--- src/rtl/core/isotp_pkg.sv ---
// Shared types and constants for the ISO-TP receive reassembler.
// Used by the front end, the command queue, the back end and the top level.
package isotp_pkg;

  localparam int MAX_MESSAGE_BYTES = 4096;
  localparam int LEN_W             = 12;
  localparam int CMD_BYTES         = 8;   // data slots per command, last one unused
  localparam int CMD_IDX_W         = 3;
  localparam int CMD_DEPTH         = 2;
  localparam int CMD_PTR_W         = $clog2(CMD_DEPTH);
  localparam int CMD_CNT_W         = $clog2(CMD_DEPTH + 1);

  localparam logic [3:0] FT_FIRST       = 4'h1;
  localparam logic [3:0] FT_CONSECUTIVE = 4'h2;
  localparam logic [3:0] DLC_MAX        = 4'd8;

  localparam logic [LEN_W:0] MAX_LEN = (LEN_W + 1)'(MAX_MESSAGE_BYTES);

  localparam logic OUT_KIND_BYTE = 1'b0;
  localparam logic OUT_KIND_FC   = 1'b1;

  typedef struct packed {
    logic                        is_first;
    logic [LEN_W-1:0]            len;      // saturated announced length
    logic [CMD_IDX_W-1:0]        nbytes;   // candidate payload bytes
    logic [CMD_BYTES-1:0][7:0]   data;
  } cmd_t;

endpackage

--- src/rtl/core/isotp_front.sv ---
// Front end: classifies each received frame and builds a command for the back end.
// Depends on isotp_pkg.
module isotp_front (
  input  logic [3:0]          in_length_code,
  input  logic [7:0]          in_byte0,
  input  logic [7:0]          in_byte1,
  input  logic [7:0]          in_byte2,
  input  logic [7:0]          in_byte3,
  input  logic [7:0]          in_byte4,
  input  logic [7:0]          in_byte5,
  input  logic [7:0]          in_byte6,
  input  logic [7:0]          in_byte7,
  output logic                cmd_keep,
  output isotp_pkg::cmd_t     cmd
);
  import isotp_pkg::*;

  logic [3:0]       dlc;
  logic [3:0]       ftype;
  logic [LEN_W-1:0] len_raw;
  logic [LEN_W:0]   len_ext;
  logic [3:0]       n_ff;
  logic [3:0]       n_cf;

  always_comb begin
    dlc     = (in_length_code > DLC_MAX) ? DLC_MAX : in_length_code;
    ftype   = in_byte0[7:4];
    len_raw = {in_byte0[3:0], in_byte1};
    len_ext = {1'b0, len_raw};
    n_ff    = (dlc > 4'd2) ? dlc - 4'd2 : 4'd0;
    n_cf    = (dlc > 4'd1) ? dlc - 4'd1 : 4'd0;

    cmd_keep     = (ftype == FT_FIRST) || (ftype == FT_CONSECUTIVE);
    cmd.is_first = (ftype == FT_FIRST);
    cmd.len      = (len_ext > MAX_LEN) ? MAX_LEN[LEN_W-1:0] : len_raw;
    if (ftype == FT_FIRST) begin
      cmd.nbytes = n_ff[CMD_IDX_W-1:0];
      cmd.data   = {8'h00, 8'h00, in_byte7, in_byte6, in_byte5, in_byte4, in_byte3,
                    in_byte2};
    end else begin
      cmd.nbytes = n_cf[CMD_IDX_W-1:0];
      cmd.data   = {8'h00, in_byte7, in_byte6, in_byte5, in_byte4, in_byte3, in_byte2,
                    in_byte1};
    end
  end

endmodule

--- src/rtl/core/isotp_cmd_fifo.sv ---
// Short command queue between the front end and the back end.
// Depends on isotp_pkg.
module isotp_cmd_fifo (
  input  logic             clk,
  input  logic             rst_n,
  input  logic             wr_en,
  input  isotp_pkg::cmd_t  wr_data,
  output logic             full,
  input  logic             rd_en,
  output isotp_pkg::cmd_t  rd_data,
  output logic             not_empty
);
  import isotp_pkg::*;

  cmd_t                 mem [CMD_DEPTH];
  logic [CMD_PTR_W-1:0] wr_ptr_r, wr_ptr_nxt;
  logic [CMD_PTR_W-1:0] rd_ptr_r, rd_ptr_nxt;
  logic [CMD_CNT_W-1:0] cnt_r, cnt_nxt;
  logic                 do_wr, do_rd;

  always_comb begin
    full      = (cnt_r == CMD_CNT_W'(CMD_DEPTH));
    not_empty = (cnt_r != '0);
    do_wr     = wr_en && !full;
    do_rd     = rd_en && not_empty;
    rd_data   = mem[rd_ptr_r];

    wr_ptr_nxt = wr_ptr_r;
    rd_ptr_nxt = rd_ptr_r;
    cnt_nxt    = cnt_r;
    if (do_wr) begin
      wr_ptr_nxt = (wr_ptr_r == CMD_PTR_W'(CMD_DEPTH - 1)) ? '0 : wr_ptr_r + 1'b1;
    end
    if (do_rd) begin
      rd_ptr_nxt = (rd_ptr_r == CMD_PTR_W'(CMD_DEPTH - 1)) ? '0 : rd_ptr_r + 1'b1;
    end
    if (do_wr && !do_rd) begin
      cnt_nxt = cnt_r + 1'b1;
    end else if (do_rd && !do_wr) begin
      cnt_nxt = cnt_r - 1'b1;
    end
  end

  always_ff @(posedge clk) begin
    if (do_wr) begin
      mem[wr_ptr_r] <= wr_data;
    end
  end

  always_ff @(posedge clk) begin
    if (!rst_n) begin
      wr_ptr_r <= '0;
      rd_ptr_r <= '0;
      cnt_r    <= '0;
    end else begin
      wr_ptr_r <= wr_ptr_nxt;
      rd_ptr_r <= rd_ptr_nxt;
      cnt_r    <= cnt_nxt;
    end
  end

endmodule

--- src/rtl/core/isotp_back.sv ---
// Back end: holds the message state and streams payload bytes and flow-control
// requests into the result register. Depends on isotp_pkg.
module isotp_back (
  input  logic              clk,
  input  logic              rst_n,
  input  logic              cmd_valid,
  input  isotp_pkg::cmd_t   cmd_in,
  output logic              cmd_take,
  output logic              out_kind,
  output logic [7:0]        out_payload_byte,
  output logic [11:0]       out_byte_index,
  output logic              out_message_done,
  output logic              out_last,
  output logic              out_empty,
  input  logic              out_pop
);
  import isotp_pkg::*;

  typedef enum logic [2:0] {
    S_IDLE  = 3'b001,
    S_BYTES = 3'b010,
    S_FC    = 3'b100
  } state_t;

  state_t               state_r, state_nxt;
  cmd_t                 cmd_r, cmd_nxt;
  logic [CMD_IDX_W-1:0] idx_r, idx_nxt;
  logic [LEN_W-1:0]     count_r, count_nxt;
  logic [LEN_W-1:0]     exp_r, exp_nxt;
  logic                 inprog_r, inprog_nxt;

  logic                 valid_r, valid_nxt;
  logic                 kind_r, kind_nxt;
  logic [7:0]           byte_r, byte_nxt;
  logic [LEN_W-1:0]     index_r, index_nxt;
  logic                 done_r, done_nxt;
  logic                 last_r, last_nxt;

  logic                 slot_free;
  logic                 take;
  logic                 done_now;

  always_comb begin
    slot_free = !valid_r || out_pop;
    take      = (idx_r < cmd_r.nbytes) && inprog_r;
    done_now  = (count_r + 1'b1 == exp_r);

    state_nxt  = state_r;
    cmd_nxt    = cmd_r;
    idx_nxt    = idx_r;
    count_nxt  = count_r;
    exp_nxt    = exp_r;
    inprog_nxt = inprog_r;
    cmd_take   = 1'b0;

    valid_nxt = valid_r && !out_pop;
    kind_nxt  = kind_r;
    byte_nxt  = byte_r;
    index_nxt = index_r;
    done_nxt  = done_r;
    last_nxt  = last_r;

    unique case (state_r)
      S_IDLE: begin
        if (cmd_valid) begin
          cmd_take = 1'b1;
          cmd_nxt  = cmd_in;
          idx_nxt  = '0;
          if (cmd_in.is_first) begin
            // a first frame abandons any message in progress
            exp_nxt    = cmd_in.len;
            count_nxt  = '0;
            inprog_nxt = (cmd_in.len != '0);
            state_nxt  = S_BYTES;
          end else if (inprog_r) begin
            state_nxt = S_BYTES;
          end
        end
      end
      S_BYTES: begin
        if (!take) begin
          state_nxt = cmd_r.is_first ? S_FC : S_IDLE;
        end else if (slot_free) begin
          valid_nxt  = 1'b1;
          kind_nxt   = OUT_KIND_BYTE;
          byte_nxt   = cmd_r.data[idx_r];
          index_nxt  = count_r;
          done_nxt   = done_now;
          last_nxt   = !cmd_r.is_first && ((idx_r + 1'b1 == cmd_r.nbytes) || done_now);
          count_nxt  = count_r + 1'b1;
          idx_nxt    = idx_r + 1'b1;
          if (done_now) begin
            inprog_nxt = 1'b0;
          end
        end
      end
      S_FC: begin
        if (slot_free) begin
          valid_nxt = 1'b1;
          kind_nxt  = OUT_KIND_FC;
          byte_nxt  = '0;
          index_nxt = '0;
          done_nxt  = 1'b0;
          last_nxt  = 1'b1;
          state_nxt = S_IDLE;
        end
      end
      default: begin
        state_nxt = S_IDLE;
      end
    endcase

    out_kind         = kind_r;
    out_payload_byte = byte_r;
    out_byte_index   = index_r;
    out_message_done = done_r;
    out_last         = last_r;
    out_empty        = !valid_r;
  end

  always_ff @(posedge clk) begin
    if (!rst_n) begin
      state_r  <= S_IDLE;
      count_r  <= '0;
      exp_r    <= '0;
      inprog_r <= 1'b0;
      valid_r  <= 1'b0;
    end else begin
      state_r  <= state_nxt;
      count_r  <= count_nxt;
      exp_r    <= exp_nxt;
      inprog_r <= inprog_nxt;
      valid_r  <= valid_nxt;
    end
  end

  always_ff @(posedge clk) begin
    cmd_r   <= cmd_nxt;
    idx_r   <= idx_nxt;
    kind_r  <= kind_nxt;
    byte_r  <= byte_nxt;
    index_r <= index_nxt;
    done_r  <= done_nxt;
    last_r  <= last_nxt;
  end

endmodule

--- src/rtl/core/iso_tp_receive_reassembler.sv ---
// ISO-TP receive reassembler, top level.
// Input: one CAN frame per item (length code and eight data bytes), push/full.
// Results: a queue of payload bytes and flow-control requests, empty/pop.
// A first frame (type 1) starts a message, streams up to six payload bytes
// and then one flow-control request. A consecutive frame (type 2) streams
// up to its length code minus one, at most seven, bytes while a message is
// in progress. Every byte carries its index; the byte that completes the
// announced length has message_done set, and the final result of each frame
// has last set. Other frame types are accepted and dropped.
// The front end classifies each item in the accept cycle and queues a
// command (two entries). The back end picks up a command, then emits its
// bytes one by one into the result register, waiting while that register is
// full, and then closes the frame; a first frame closes with its
// flow-control request. A consecutive frame picked up with no message in
// progress is dropped at pick-up.
// Reset clears the queue, the result register and the message state (idle).
// When the receiver stops popping, the result register holds, the back end
// waits, the queue fills and full rises; nothing is lost.
// Depends on isotp_pkg, isotp_front, isotp_cmd_fifo and isotp_back.
module iso_tp_receive_reassembler (
  input  logic        clk,
  input  logic        rst_n,
  input  logic        in_push,
  output logic        in_full,
  input  logic [3:0]  in_length_code,
  input  logic [7:0]  in_byte0,
  input  logic [7:0]  in_byte1,
  input  logic [7:0]  in_byte2,
  input  logic [7:0]  in_byte3,
  input  logic [7:0]  in_byte4,
  input  logic [7:0]  in_byte5,
  input  logic [7:0]  in_byte6,
  input  logic [7:0]  in_byte7,
  output logic        out_empty,
  input  logic        out_pop,
  output logic        out_kind,
  output logic [7:0]  out_payload_byte,
  output logic [11:0] out_byte_index,
  output logic        out_message_done,
  output logic        out_last
);
  import isotp_pkg::*;

  cmd_t front_cmd;
  cmd_t back_cmd;
  logic front_keep;
  logic fifo_full;
  logic fifo_not_empty;
  logic back_take;

  isotp_front u_front (
    .in_length_code (in_length_code),
    .in_byte0       (in_byte0),
    .in_byte1       (in_byte1),
    .in_byte2       (in_byte2),
    .in_byte3       (in_byte3),
    .in_byte4       (in_byte4),
    .in_byte5       (in_byte5),
    .in_byte6       (in_byte6),
    .in_byte7       (in_byte7),
    .cmd_keep       (front_keep),
    .cmd            (front_cmd)
  );

  isotp_cmd_fifo u_fifo (
    .clk       (clk),
    .rst_n     (rst_n),
    .wr_en     (in_push && front_keep),
    .wr_data   (front_cmd),
    .full      (fifo_full),
    .rd_en     (back_take),
    .rd_data   (back_cmd),
    .not_empty (fifo_not_empty)
  );

  isotp_back u_back (
    .clk              (clk),
    .rst_n            (rst_n),
    .cmd_valid        (fifo_not_empty),
    .cmd_in           (back_cmd),
    .cmd_take         (back_take),
    .out_kind         (out_kind),
    .out_payload_byte (out_payload_byte),
    .out_byte_index   (out_byte_index),
    .out_message_done (out_message_done),
    .out_last         (out_last),
    .out_empty        (out_empty),
    .out_pop          (out_pop)
  );

  assign in_full = fifo_full;

endmodule

--- config.mk ---
export PLATFORM = sky130hd
export DESIGN_NAME = iso_tp_receive_reassembler
export DESIGN_NICKNAME = d
export VERILOG_FILES = /design/src/rtl/core/isotp_pkg.sv /design/src/rtl/core/isotp_front.sv /design/src/rtl/core/isotp_cmd_fifo.sv /design/src/rtl/core/isotp_back.sv /design/src/rtl/core/iso_tp_receive_reassembler.sv
export SDC_FILE = /design/constraint.sdc
export NUM_CORES = 1
export LEC_CHECK = 0
export BUFFER_PORTS_ARGS = -buffer_cell sky130_fd_sc_hd__buf_4
export CORE_UTILIZATION = 55
export CTS_CLUSTER_DIAMETER = 40
export DETAILED_ROUTE_END_ITERATION = 12
export GPL_ROUTABILITY_DRIVEN = 0
export GPL_TIMING_DRIVEN = 1
export PLACE_DENSITY = 0.72
export SLEW_MARGIN = 20
export SYNTH_ARGS = -nofsm -noshare
export SYNTH_HDL_FRONTEND = slang
export SYNTH_SLANG_ARGS = --single-unit
--- constraint.sdc ---
create_clock -name clk -period 12.51 [get_ports clk]
set_clock_uncertainty 0.1 [all_clocks]
set_input_delay 0.6255 -clock clk [delete_from_list [all_inputs] [get_ports clk]]
set_output_delay 0.6255 -clock clk [all_outputs]
set_load 0.1 [all_outputs]
=== Yosys cells after proc, flatten, opt, wreduce, memory -nomap -nowiden ===
Memory sizes are Yosys's and may differ from the RTL's. A register that Yosys moved wholly into a read port is not among the register bits.
Index checks and enable logic that the tools add are counted.

* Add/subtract/negate cells: 8
* $mul: 0
* Div/mod/pow operators: 0
* Order comparisons: 6
* Equality and inequality tests: 16
* Shift-type cells: 0
* Muxes and demuxes: 60
* Bitwise gates (word level): 0
* Reduce and logical (&&, ||, !) cells: 29

{| class="wikitable"
|+ Operators by type and width
! cell !! count
|-
| two-way mux 12 bit || 8
|-
| two-way mux 67 bit || 1
|-
| case mux 12 bit (2 select lines) || 2
|-
| two-way mux 3 bit || 11
|-
| two-way mux 8 bit || 4
|-
| binary-select mux 8 bit (select 3 bit) || 1
|-
| two-way mux 1 bit || 22
|-
| case mux 8 bit (2 select lines) || 1
|-
| > comparator 12 x 13 -> 1 bit, second input constant || 1
|-
| adder 12 x 1 -> 12 bit, second input constant || 1
|-
| equality test 12 bit || 1
|-
| AND reduction 4 bit || 3
|-
| nonzero test 12 bit || 1
|-
| inequality test 2 x 1 -> 1 bit, second input constant || 5
|-
| case mux 1 bit (2 select lines) || 5
|-
| case mux 3 bit (3 select lines) || 1
|-
| logical AND 1 bit || 8
|-
| nonzero test 2 bit || 4
|-
| zero test 1 bit || 6
|-
| case mux 3 bit (2 select lines) || 1
|-
| AND reduction 6 bit || 1
|-
| AND reduction 5 bit || 1
|-
| equality test 4 x 1 -> 1 bit, second input constant || 1
|-
| equality test 4 x 2 -> 1 bit, second input constant || 1
|-
| 23 further kinds || 28
|}

* Bits in registers: 127
* Latch bits: 0
* Memory bits (writable): 160
* Memory bits (read-only): 0
* Memories kept: 1

{| class="wikitable"
|+ Memories
! name !! words !! width !! read ports !! clocked after Yosys merged registers in !! write ports !! line !! source
|-
| u_fifo.mem || 2 || 80 || 1 || 1 || 1 || isotp_cmd_fifo.sv:15 || <nowiki>cmd_t mem [CMD_DEPTH];</nowiki>
|}

=== Longest topological paths before layout ===
Gate-level depths: netlist (run 1).

* Word-level depth: 8
* Mapped depth: 11
* Gate-level depth less buffers: 8

=== Hierarchy ===
From an unflattened synthesis (run 1), not the netlist that was laid out.

* Cell total of the unflattened synthesis: 766
* Area total of the unflattened synthesis: 12278.0 um2

{| class="wikitable"
|+ By module, submodules not included
! module !! times used !! cells an instance !! area an instance (um2)
|-
| isotp_cmd_fifo || 1 || 274 || 6037.0
|-
| isotp_back || 1 || 385 || 5247.5
|-
| isotp_front || 1 || 106 || 987.2
|-
| iso_tp_receive_reassembler || 1 || 1 || 6.3
|}

=== Worst setup path before layout (run 1) ===
OpenSTA, ideal clock, no wires.

* Path type: flip-flop to flip-flop
* Start: register u_fifo.cnt_r[0]
* End: memory u_fifo.mem[0][0] (netlist name) (enable)
* Setup time: 0.504 ns
* Data arrival time: 4.224 ns
* Required time: 11.906 ns
* Path slack: 7.682 ns
* Cell stages (with the launch flop): 5
* Buffers on the path: 0
* Period minus slack after synthesis: 4.828 ns
* Cells stage by stage: dfxtp_1 > nor2b_1 > nor3_1 > nand3_1 > nor2_1

* Word-level cells in the longest chain between the ends: 5

{| class="wikitable"
|+ RTL lines
! element !! line !! source
|-
| from (decl) || isotp_cmd_fifo.sv:18 || <nowiki>logic [CMD_CNT_W-1:0] cnt_r, cnt_nxt;</nowiki>
|-
| from (signal assigned) || isotp_cmd_fifo.sv:58 || <nowiki>cnt_r <= cnt_nxt;</nowiki>
|-
| equality test 2 bit || isotp_cmd_fifo.sv:22 || <nowiki>full = (cnt_r == CMD_CNT_W'(CMD_DEPTH));</nowiki>
|-
| named net in_full || iso_tp_receive_reassembler.sv:24 || <nowiki>output logic in_full,</nowiki>
|-
| zero test 1 bit || isotp_cmd_fifo.sv:24 || <nowiki>do_wr = wr_en && !full;</nowiki>
|-
| logical AND 1 bit || isotp_cmd_fifo.sv:24 ||
|-
| two-way mux 1 bit || isotp_cmd_fifo.sv:45 || <nowiki>if (do_wr) begin</nowiki>
|-
| two-way mux 1 bit (implied by the code) || isotp_cmd_fifo.sv:46 || <nowiki>mem[wr_ptr_r] <= wr_data;</nowiki>
|-
| to (decl) || isotp_cmd_fifo.sv:15 ||
|}

The timed path passes the listed nets, and every way through them passes these cells.

=== Final worst setup path (run 1) ===
* Start: register u_back.idx_r[1]
* End: register u_back.index_r[6], in the netlist u_back.out_byte_index[6] (enable)

* Word-level cells in the longest chain between the ends: 4

{| class="wikitable"
|+ RTL lines
! element !! line !! source
|-
| from (decl) || isotp_back.sv:27 || <nowiki>logic [CMD_IDX_W-1:0] idx_r, idx_nxt;</nowiki>
|-
| from (signal assigned) || isotp_back.sv:139 || <nowiki>idx_r <= idx_nxt;</nowiki>
|-
| less-than comparator 3 bit || isotp_back.sv:45 || <nowiki>take = (idx_r < cmd_r.nbytes) && inprog_r;</nowiki>
|-
| logical AND 1 bit || isotp_back.sv:45 ||
|-
| inequality test 2 x 1 -> 1 bit (no line) || n/a ||
|-
| AND reduction 4 bit (no line) || n/a ||
|-
| to (signal assigned) || isotp_back.sv:142 || <nowiki>index_r <= index_nxt;</nowiki>
|-
| to (decl) || isotp_back.sv:35 || <nowiki>logic [LEN_W-1:0] index_r, index_nxt;</nowiki>
|}

Every way passes these cells.
A chain may end at the register's enable or synchronous reset.

==> results of run 1 <==
[worst max-delay path: cells and delay by family, from the launching register on]
| kind | cells | cell delay [ns] |
|---|---|---|
| AO/OA/AOI/OAI | 2 | 1.08 |
| adder cells (fa/ha/maj) | 1 | 0.37 |
| buffers and inverters | 1 | 0.13 |
| flip-flops | 1 | 0.99 |
| AND/OR/NAND/NOR | 2 | 0.42 |
[placed cells by master (no fill, tap or decap), types with 4 or more instances in the layout]
cell	count
a31oi_1	8
a21oi_1	18
nor2_1	28
clkbuf_1	4
buf_4	103
clkbuf_16	37
nand2_1	28
nor4_1	5
ha_1	10
nand4_1	5
edfxtp_1	230
inv_1	11
or4_1	7
or3_1	4
o211a_1	13
mux2_2	108
and2_1	8
bufinv_16	6
a211oi_1	9
xor2_1	9
a21boi_0	7
dfxtp_1	33
o21ai_0	19
nor2b_1	25
nand3_1	9
xnor2_1	9
mux4_2	8
mux2i_1	20
a21boi_1	4
nor3_1	5
[flip-flops by register name (all words and copies together), names as in the netlist, 2 cells and up, named ones only]
| signal | cells |
|---|---|
| u_fifo.mem | 144 |
| u_back.cmd_r | 60 |
| u_back.count_r | 12 |
| u_back.exp_r | 12 |
| u_back.out_byte_index | 12 |
| u_back.out_payload_byte | 8 |
| u_back.idx_r | 3 |
| u_back.state_r | 3 |
| u_fifo.cnt_r | 2 |
[final cells by class]
class                      count  area (um2)
multi-input combinational    418        3490
clock inverter                19         283
sequential                   264        7590
clock buffer                  42         955
fill                        1428        6690
timing repair buffer         103         773
inverter                      12        45.0
tap                          270         338
[per-stage QoR]
| step | area [um2] | utilization (%) | hold WS, ns | power [mW] |
|---|---|---|---|---|
| 2_1_floorplan | 11300 | - | 0.376 | 1.52 |
| 5_1_grt | 13500 | 66.8 | 0.195 | 2.79 |
| 3_5_place_dp | 12200 | 60.6 | 0.420 | 1.66 |
| 4_1_cts | 13500 | 66.8 | 0.204 | 2.69 |
| 3_3_place_gp | 12200 | 60.6 | 0.414 | 1.63 |
| 6_report | 13500 | 66.8 | 0.219 | 2.67 |
[logic make-up after synthesis]
family,share of synthesized area (%)
compound gates,6.07
xor+xnor,1.61
fa+ha+maj,1.11
buf+inv,2.01
flops,67.3
mux,14.2
simple gates,7.78
[metal layers]
layer / GRT usage, % / vias to the layer above / share of wire (%)
met3: 3.93 / 55 / 5.0
met1: 27.0 / 3176 / 41
li1: - / 3033 / -
met2: 36.9 / 221 / 51
met4: 6.84 / 0 / 2.5
met5: 0 / - / 0
[power by group through the flow]
stage	registers [mW]	logic, mW	clock network, mW
floorplan	1.17	0.349	0
global placement	1.22	0.410	0
detailed placement	1.23	0.427	0
CTS	1.21	0.429	1.05
global route	1.22	0.471	1.09
finish	1.21	0.428	1.04
[how the worst max path moves through the flow]
stage,end,slack (ns),depth (start not counted)
after floorplan,u_fifo.mem[0][0],7.68,4
after global placement,u_back.exp_r[3],9.01,7
after detailed placement,u_back.exp_r[7],8.70,7
after CTS,u_back.exp_r[7],8.68,7
after global routing,u_back.exp_r[7],8.77,7
final,u_back.out_byte_index[6],9.05,6
==> qor.txt, run 1 <==
pwr dens: 198 nW/um2
post-route setup TNS: 0 ns
CP Max Fanout: 23
number of flops mapped to enable cells by yosys: 230
IO buf count: 96
Worst Reg-to-Reg Cells: 6
clock sink total: 264
clk_lat worst skew: 0.49 ns
clk slew on worst S/H paths: 0.05 ns
LEAKAGE: 4.86 nW
first-pass GRT wire length: 35.0 mm
Post-Place Setup Slack: 8.70 ns
clk buf depth: 3
worst setup margin: 9.05 ns
CP Cell Sequence: ha_1, and2b_2, o21ai_0, nand4b_1, inv_1, o22a_1
Synth area leaders: edfxtp_1, mux2_2, dfxtp_1
Clock Power Share: 38.8%
final worst path period share: 27.7%
routed length per instance: 19.5 um
Worst Setup End Kind: flip-flop
initial antenna violation count: 0
Hold Path Depth: 1
Layout area overhead: 19.5%
post-synth top area cell: edfxtp_1
worst r2r src: u_back.idx_r[1]
nets: 915
core area: 20200 um2
capture point of the worst reg-to-reg path: u_back.out_byte_index[6]
worst reg-to-reg setup slack: 9.05 ns
Synth top area share: 61.2%
vias in the first global route: 6605
initial core utilization: 55.9%
ANT nets after route: 0
most frequent cell after synthesis: edfxtp_1
Setup crit start: u_back.idx_r[1]
Post-synth ARST share: 0%
Chip Width: 145 um
Finished Layout Cells: 1128
Cells after Synth: 736
relative slew slack: 25.5%
Slowest cell on crit path: edfxtp_1
clock period minus worst slack: 3.46 ns
hold path start: in_byte0[0]
synth cell count leaders: edfxtp_1, mux2_2, dfxtp_1
sequential power share: 45.2%
#FFs+latches synth: 264
Crit Path Class: flip-flop to flip-flop
WL final: 22.0 mm
vias per cell: 5.75
post-synthesis cell type count: 61
max cap viols: 0
DP HPWL: 14.3 mm
total grt overflow: 0
worst slew pin tran: 1.10 ns
Endpoint, Worst Hold: u_fifo.mem[1][75]
die height: 145 um
sequential cell area fraction in the yosys report: 67.3%
crit path DAT: 3.47 ns
internal power: 1.99 mW
type of the tightest min-delay check: input port to flip-flop
worst stage delay on the critical path: 0.99 ns
Syn. warnings: 0
Final setup viols: 0
DIE AREA: 21100 um2
CTS tree: done
Hold Violations, Final: 0
logic gate share of total power: 16.0%
f_max: 289 MHz
drt first pass iters: 5
Post-route DRC: 0
DR iter-0 viols: 478
worst vdd ir: 0.136 mV
outcome: finished, final reports clean
layout cells sized above 1: 33.7%
Switching Share: 25.6%
placed instance count: 1067
Mapped Area: 11300 um2
Most used DFF post-synth: edfxtp_1
Critical Path Source Type: flip-flop
Final Max Slew Viols: 0
clock buffer count from CTS: 34
P_sw: 684 uW
Post-CTS Setup Bufs: 0
Post-CTS Resized: 0
Hold Buf Count CTS: 0
vias: 6485
RSZ-0062 raised after global routing: false
Crit path required time: 12.52 ns
Syn Area/Cell: 15.3 um2
Synth Net Count: 818
H-tree Lvls: 2
Clock Tree Root: clkbuf_16
Boundary Pins: 97
largest net degree at the start of global routing: 74
GR Util All Layers: 21.3%
ANT cells: 0
FP Rows: 52
No activity file was read; power rests on OpenSTA's default activity.
==> run 2, diff against run 1 <==
CORE_UTILIZATION = 54   (was 55)
PLACE_DENSITY = 0.74   (was 0.72)
clock period = 2.9 ns   (was 12.51 ns; I/O delays follow)
==> run 2 against run 1 <==
Net effect:
- fmax grew 39%
- design area grew 5.6%
- via count rose by 7.2%
- non-clock buffer count is 88 higher
- largest power group unchanged
==> qor.txt, run 2 (synthesis gave the netlist of run 1 again) <==
total grt overflow: 0
clk_lat worst skew: 0.54 ns
Hold Violations, Final: 0
Post-route DRC: 0
Finished Layout Cells: 1211
Post-Place Setup Slack: 0.502 ns
CTS tree: done
IO buf count: 96
worst reg-to-reg setup slack: 0.41 ns
pwr dens: 790 nW/um2
clock sink total: 264
initial core utilization: 55.4%
Final Max Slew Viols: 0
LEAKAGE: 5.18 nW
Post-CTS Resized: 0
total power: 11.2 mW
placed instance count: 1078
most used routing layer: met2
Layout area overhead: 26.2%
RSZ-0062 raised after global routing: false
crit path DAT: 2.81 ns
Crit Path Class: flip-flop to flip-flop
Crit path required time: 3.23 ns
minimum hold slack: 0.0285 ns
Fillers: 1334
number of flip-flops in the largest register: 144
worst setup margin: 0.411 ns
commonest non-fill, non-tap cell in the layout: edfxtp_1
f_max: 402 MHz
initial antenna violation count: 0
type of the tightest min-delay check: input port to flip-flop
ANT cells: 0
CP Max Fanout: 14
final worst path period share: 85.8%
clock period minus worst slack: 2.49 ns
post-route setup TNS: 0 ns
largest net degree at the start of global routing: 74
layout cells sized above 1: 31.5%
commonest cells after routing, fill and taps aside: edfxtp_1, mux2_2, buf_4, dlygate4sd3_1, clkbuf_16
DIE AREA: 21500 um2
clk buf depth: 3
nets: 999
M1 GR Usage: 29.4%
core area: 20400 um2
Util after Layout: 69.9%
dpl cell area: 12400 um2
GR Util All Layers: 22.3%
relative slew slack: 52.2%
area taken by multi-input logic gates: 3490 um2
routed length per instance: 19.4 um
clk slew on worst S/H paths: 0.06 ns
Critical Path Source Type: flip-flop
Top Registers: u_fifo.mem (144), u_back.cmd_r (60)
ANT nets after route: 0
Clock Tree Root: clkbuf_16
DP HPWL: 14.8 mm
vias: 6954
drt first pass iters: 6
WL final: 23.5 mm
worst vdd ir: 0.685 mV
FP Rows: 52
vias in the first global route: 6977
max cap viols: 0
vias per cell: 5.74
DR iter-0 viols: 538
Final setup viols: 0
Final Cell Area: 14200 um2
clock buffer count from CTS: 30
first-pass GRT wire length: 37.1 mm
met3 usage: 3.66%
outcome: finished, final reports clean
Boundary Pins: 97
worst slew pin tran: 0.707 ns
H-tree Lvls: 1
Reg with most FFs: u_fifo.mem
Worst Setup End Kind: flip-flop
Sequential Area: 7590 um2
die height: 147 um
Chip Width: 147 um
met2 Use GR: 38.6%
-- run 2: metal layers --
| metal | vias to the layer above | wire (um) |
|---|---|---|
| met1 | 3438 | 9780 |
| met3 | 38 | 1610 |
| met5 | - | 0 |
| li1 | 3209 | - |
| met4 | 0 | 397 |
| met2 | 269 | 11800 |
-- run 2: timing repair --
item	4_1_cts	5_1_grt
buffers inserted	0	0
hold buffers	77	0
endpoints found under the hold margin	173	0
-- run 2: area by class of cell --
| cell class | instances | share of cell area, % |
|---|---|---|
| Inverter | 12 | 0.316 |
| Timing Repair Buffer | 191 | 12.0 |
| Clock buffer | 39 | 6.18 |
| Tap cell | 270 | 2.37 |
| Clock inverter | 17 | 1.34 |
| Sequential cell | 264 | 53.3 |
| Multi-Input combinational cell | 418 | 24.5 |
-- run 2: worst paths after layout --
check,from,to,cells after the start
setup reg to reg,u_back.count_r[2],u_back.inprog_r,6
hold / removal,in_push,u_fifo.wr_ptr_r,4
hold reg to reg,u_back.exp_r[9],u_back.exp_r[9],1
setup / recovery,u_back.count_r[2],u_back.inprog_r,6
-- run 2: power breakdown --
group	internal (mW)	leakage (nW)	switching [mW]
clock network	2.42	0.517	1.49
logic	1.03	2.26	1.26
registers	4.80	2.40	0.254
total	8.25	5.18	3.00
-- run 2: worst max-delay path, cell delays in order (launching register included) --
cell,delay [ns]
dfxtp_1,0.59
nand3_1,0.39
o31ai_1,0.34
nand4_1,0.13
nor4_1,0.44
a21oi_1,0.13
o31a_1,0.25
==> run 3, diff against run 2 <==
SYNTH_HIERARCHICAL = 1   (was unset)
==> run 3 against run 2 <==
Net effect:
- critical path depth grew 1
- first-iteration DRC count shrank 19%
- sequential share of layout area grew 1.4 points
- fmax grew 5.2%
- clock power grew 6.9%
- sequential power shrank 5.0%
- register-to-register slack gained 0.12 ns
- hold slack gained 0.0062 ns
- die area grew 8.7%
==> qor.txt, run 3 <==
first-pass GRT wire length: 37.8 mm
post-synthesis cell type count: 60
DR iter-0 viols: 436
Fillers: 1427
hold path start: in_length_code[3]
pwr dens: 647 nW/um2
crit path DAT: 2.61 ns
Critical Path Source Type: flip-flop
max cap viols: 0
Synth area leaders: edfxtp_1, mux2_1, dfxtp_1
drt first pass iters: 6
f_max: 423 MHz
synth cell count leaders: edfxtp_1, mux2_1, mux2_2
Cells after Synth: 766
CP Max Fanout: 9
H-tree Lvls: 2
RSZ-0062 raised after global routing: false
Chip Width: 153 um
worst slew pin tran: 0.894 ns
commonest non-fill, non-tap cell in the layout: edfxtp_1
Crit path required time: 3.15 ns
final worst path period share: 81.6%
Endpoint, Worst Hold: u_fifo/mem[0][64]
clock period minus worst slack: 2.37 ns
Worst Setup End Kind: flip-flop
DP HPWL: 14.8 mm
clock sink total: 288
ANT nets after route: 0
Final Max Slew Viols: 0
commonest cells after routing, fill and taps aside: edfxtp_1, buf_4, mux2_1, dlygate4sd3_1, mux2_2
CTS tree: done
vias: 6889
worst reg-to-reg setup slack: 0.53 ns
Clock Tree Root: clkbuf_16
Layout area overhead: 23.7%
worst r2r src: u_back/count_r[0]
Hold Violations, Final: 0
Hold Path Depth: 3
number of flip-flops in the largest register: 160
Syn Area/Cell: 16.0 um2
worst vdd ir: 0.547 mV
number of flops mapped to enable cells by yosys: 254
most frequent cell after synthesis: edfxtp_1
Boundary Pins: 97
vias per cell: 5.48
total grt overflow: 0
outcome: finished, final reports clean
post-route setup TNS: 0 ns
vias in the first global route: 7169
Synth top area share: 62.1%
sequential cell area fraction in the yosys report: 67.7%
nets: 1035
core area: 22000 um2
die height: 153 um
Setup crit start: u_back/count_r[0]
FP Rows: 54
clk buf depth: 3
Post-CTS Setup Bufs: 0
relative slew slack: 40.1%
type of the tightest min-delay check: input port to flip-flop
layout cells sized above 1: 26.2%
Post-synth ARST share: 0%
WL final: 23.7 mm
minimum hold slack: 0.0347 ns
GR Util All Layers: 20.8%
Reg with most FFs: u_fifo/mem
clock buffer count from CTS: 36
Crit Path Class: flip-flop to flip-flop
initial core utilization: 55.7%
Worst Reg-to-Reg Cells: 7
Post-route DRC: 0
clk slew on worst S/H paths: 0.06 ns
Most used DFF post-synth: edfxtp_1
Final setup viols: 0
initial antenna violation count: 0
ANT cells: 0
post-synth top area cell: edfxtp_1
#FFs+latches synth: 288
Mapped Area: 12300 um2
capture point of the worst reg-to-reg path: u_back/out_last
routed length per instance: 18.9 um
IO buf count: 96
clk_lat worst skew: 0.50 ns
Top Registers: u_fifo/mem (160), u_back/cmd_r (68)
largest net degree at the start of global routing: 46
Syn. warnings: 6
LEAKAGE: 5.29 nW
DIE AREA: 23300 um2
-- run 3: layout make-up --
class	instances	area, um2	area share, %
sequential	288	8310	54.7
multi-input combinational	418	3580	23.6
timing repair buffer	196	1760	11.6
clock buffer	44	962	6.34
tap	280	350	2.31
clock inverter	17	165	1.09
inverter	13	56.3	0.371
-- run 3: kinds of logic (layout without fill, tap and decap cells) --
family / Yosys count / after routing / share of synthesized area (%)
adders and majority gates: 10 / 10 / 1.02
buffers and inverters: 67 / 270 / 3.65
xor gates and xnor gates: 25 / 25 / 1.78
muxes: 154 / 154 / 15.5
and+or+nand+nor: 154 / 154 / 7.01
AOI/OAI and AO/OA: 67 / 67 / 3.33
other: 1 / 8 / 0.0305
DFF: 288 / 288 / 67.7
-- run 3: power by group --
| part | internal (mW) | leakage [nW] | switching [mW] |
|---|---|---|---|
| registers | 4.73 | 2.55 | 0.0640 |
| clock network | 2.55 | 0.543 | 1.63 |
| logic | 0.413 | 2.20 | 0.437 |
-- run 3: per-stage QoR --
| stage | utilization [%] | cell area [um2] | std cells | setup slack, ns | power [mW] |
|---|---|---|---|---|---|
| final | 68.9 | 15200 | 1256 | 0.534 | 9.83 |
| after global routing | 68.9 | 15200 | 1256 | 0.435 | 10.1 |
| after CTS | 68.9 | 15200 | 1256 | 0.552 | 9.90 |
| after detailed placement | 60.2 | 13300 | 1116 | 0.589 | 5.64 |
| after global placement | 60.2 | 13300 | 1116 | 0.638 | 5.60 |
| after floorplan | - | 12300 | 773 | -0.199 | 5.40 |
-- run 3: worst max path at each step --
stage | end | slack [ns]
final | u_back/out_last | 0.53
after global routing | u_back/count_r[6] | 0.43
after global placement | u_back/count_r[6] | 0.64
after floorplan | u_fifo/mem[0][0] | -0.20
after detailed placement | u_back/out_last | 0.59
after CTS | u_back/count_r[6] | 0.55
-- run 3: what timing repair did --
item / 4_1_cts / 5_1_grt
hold buffers: 79 / 0
hold endpoints to repair: 146 / 0
resized for setup: 0 / 0
-- run 3: layer usage --
metal | routed length [um] | vias to the layer above | track usage, %
met4 | 514 | 0 | 6.54
met5 | 0 | - | 0
met1 | 9980 | 3395 | 26.3
met2 | 12200 | 204 | 36.5
met3 | 1020 | 48 | 3.41
li1 | - | 3242 | -
-- run 3: worst max-delay path: stages (launching register included) --
cell,delay (ns)
dfxtp_1,0.50
ha_1,0.27
inv_1,0.10
nor4_4,0.34
xnor2_1,0.17
nor4_4,0.43
a31oi_1,0.14
o21ai_1,0.16
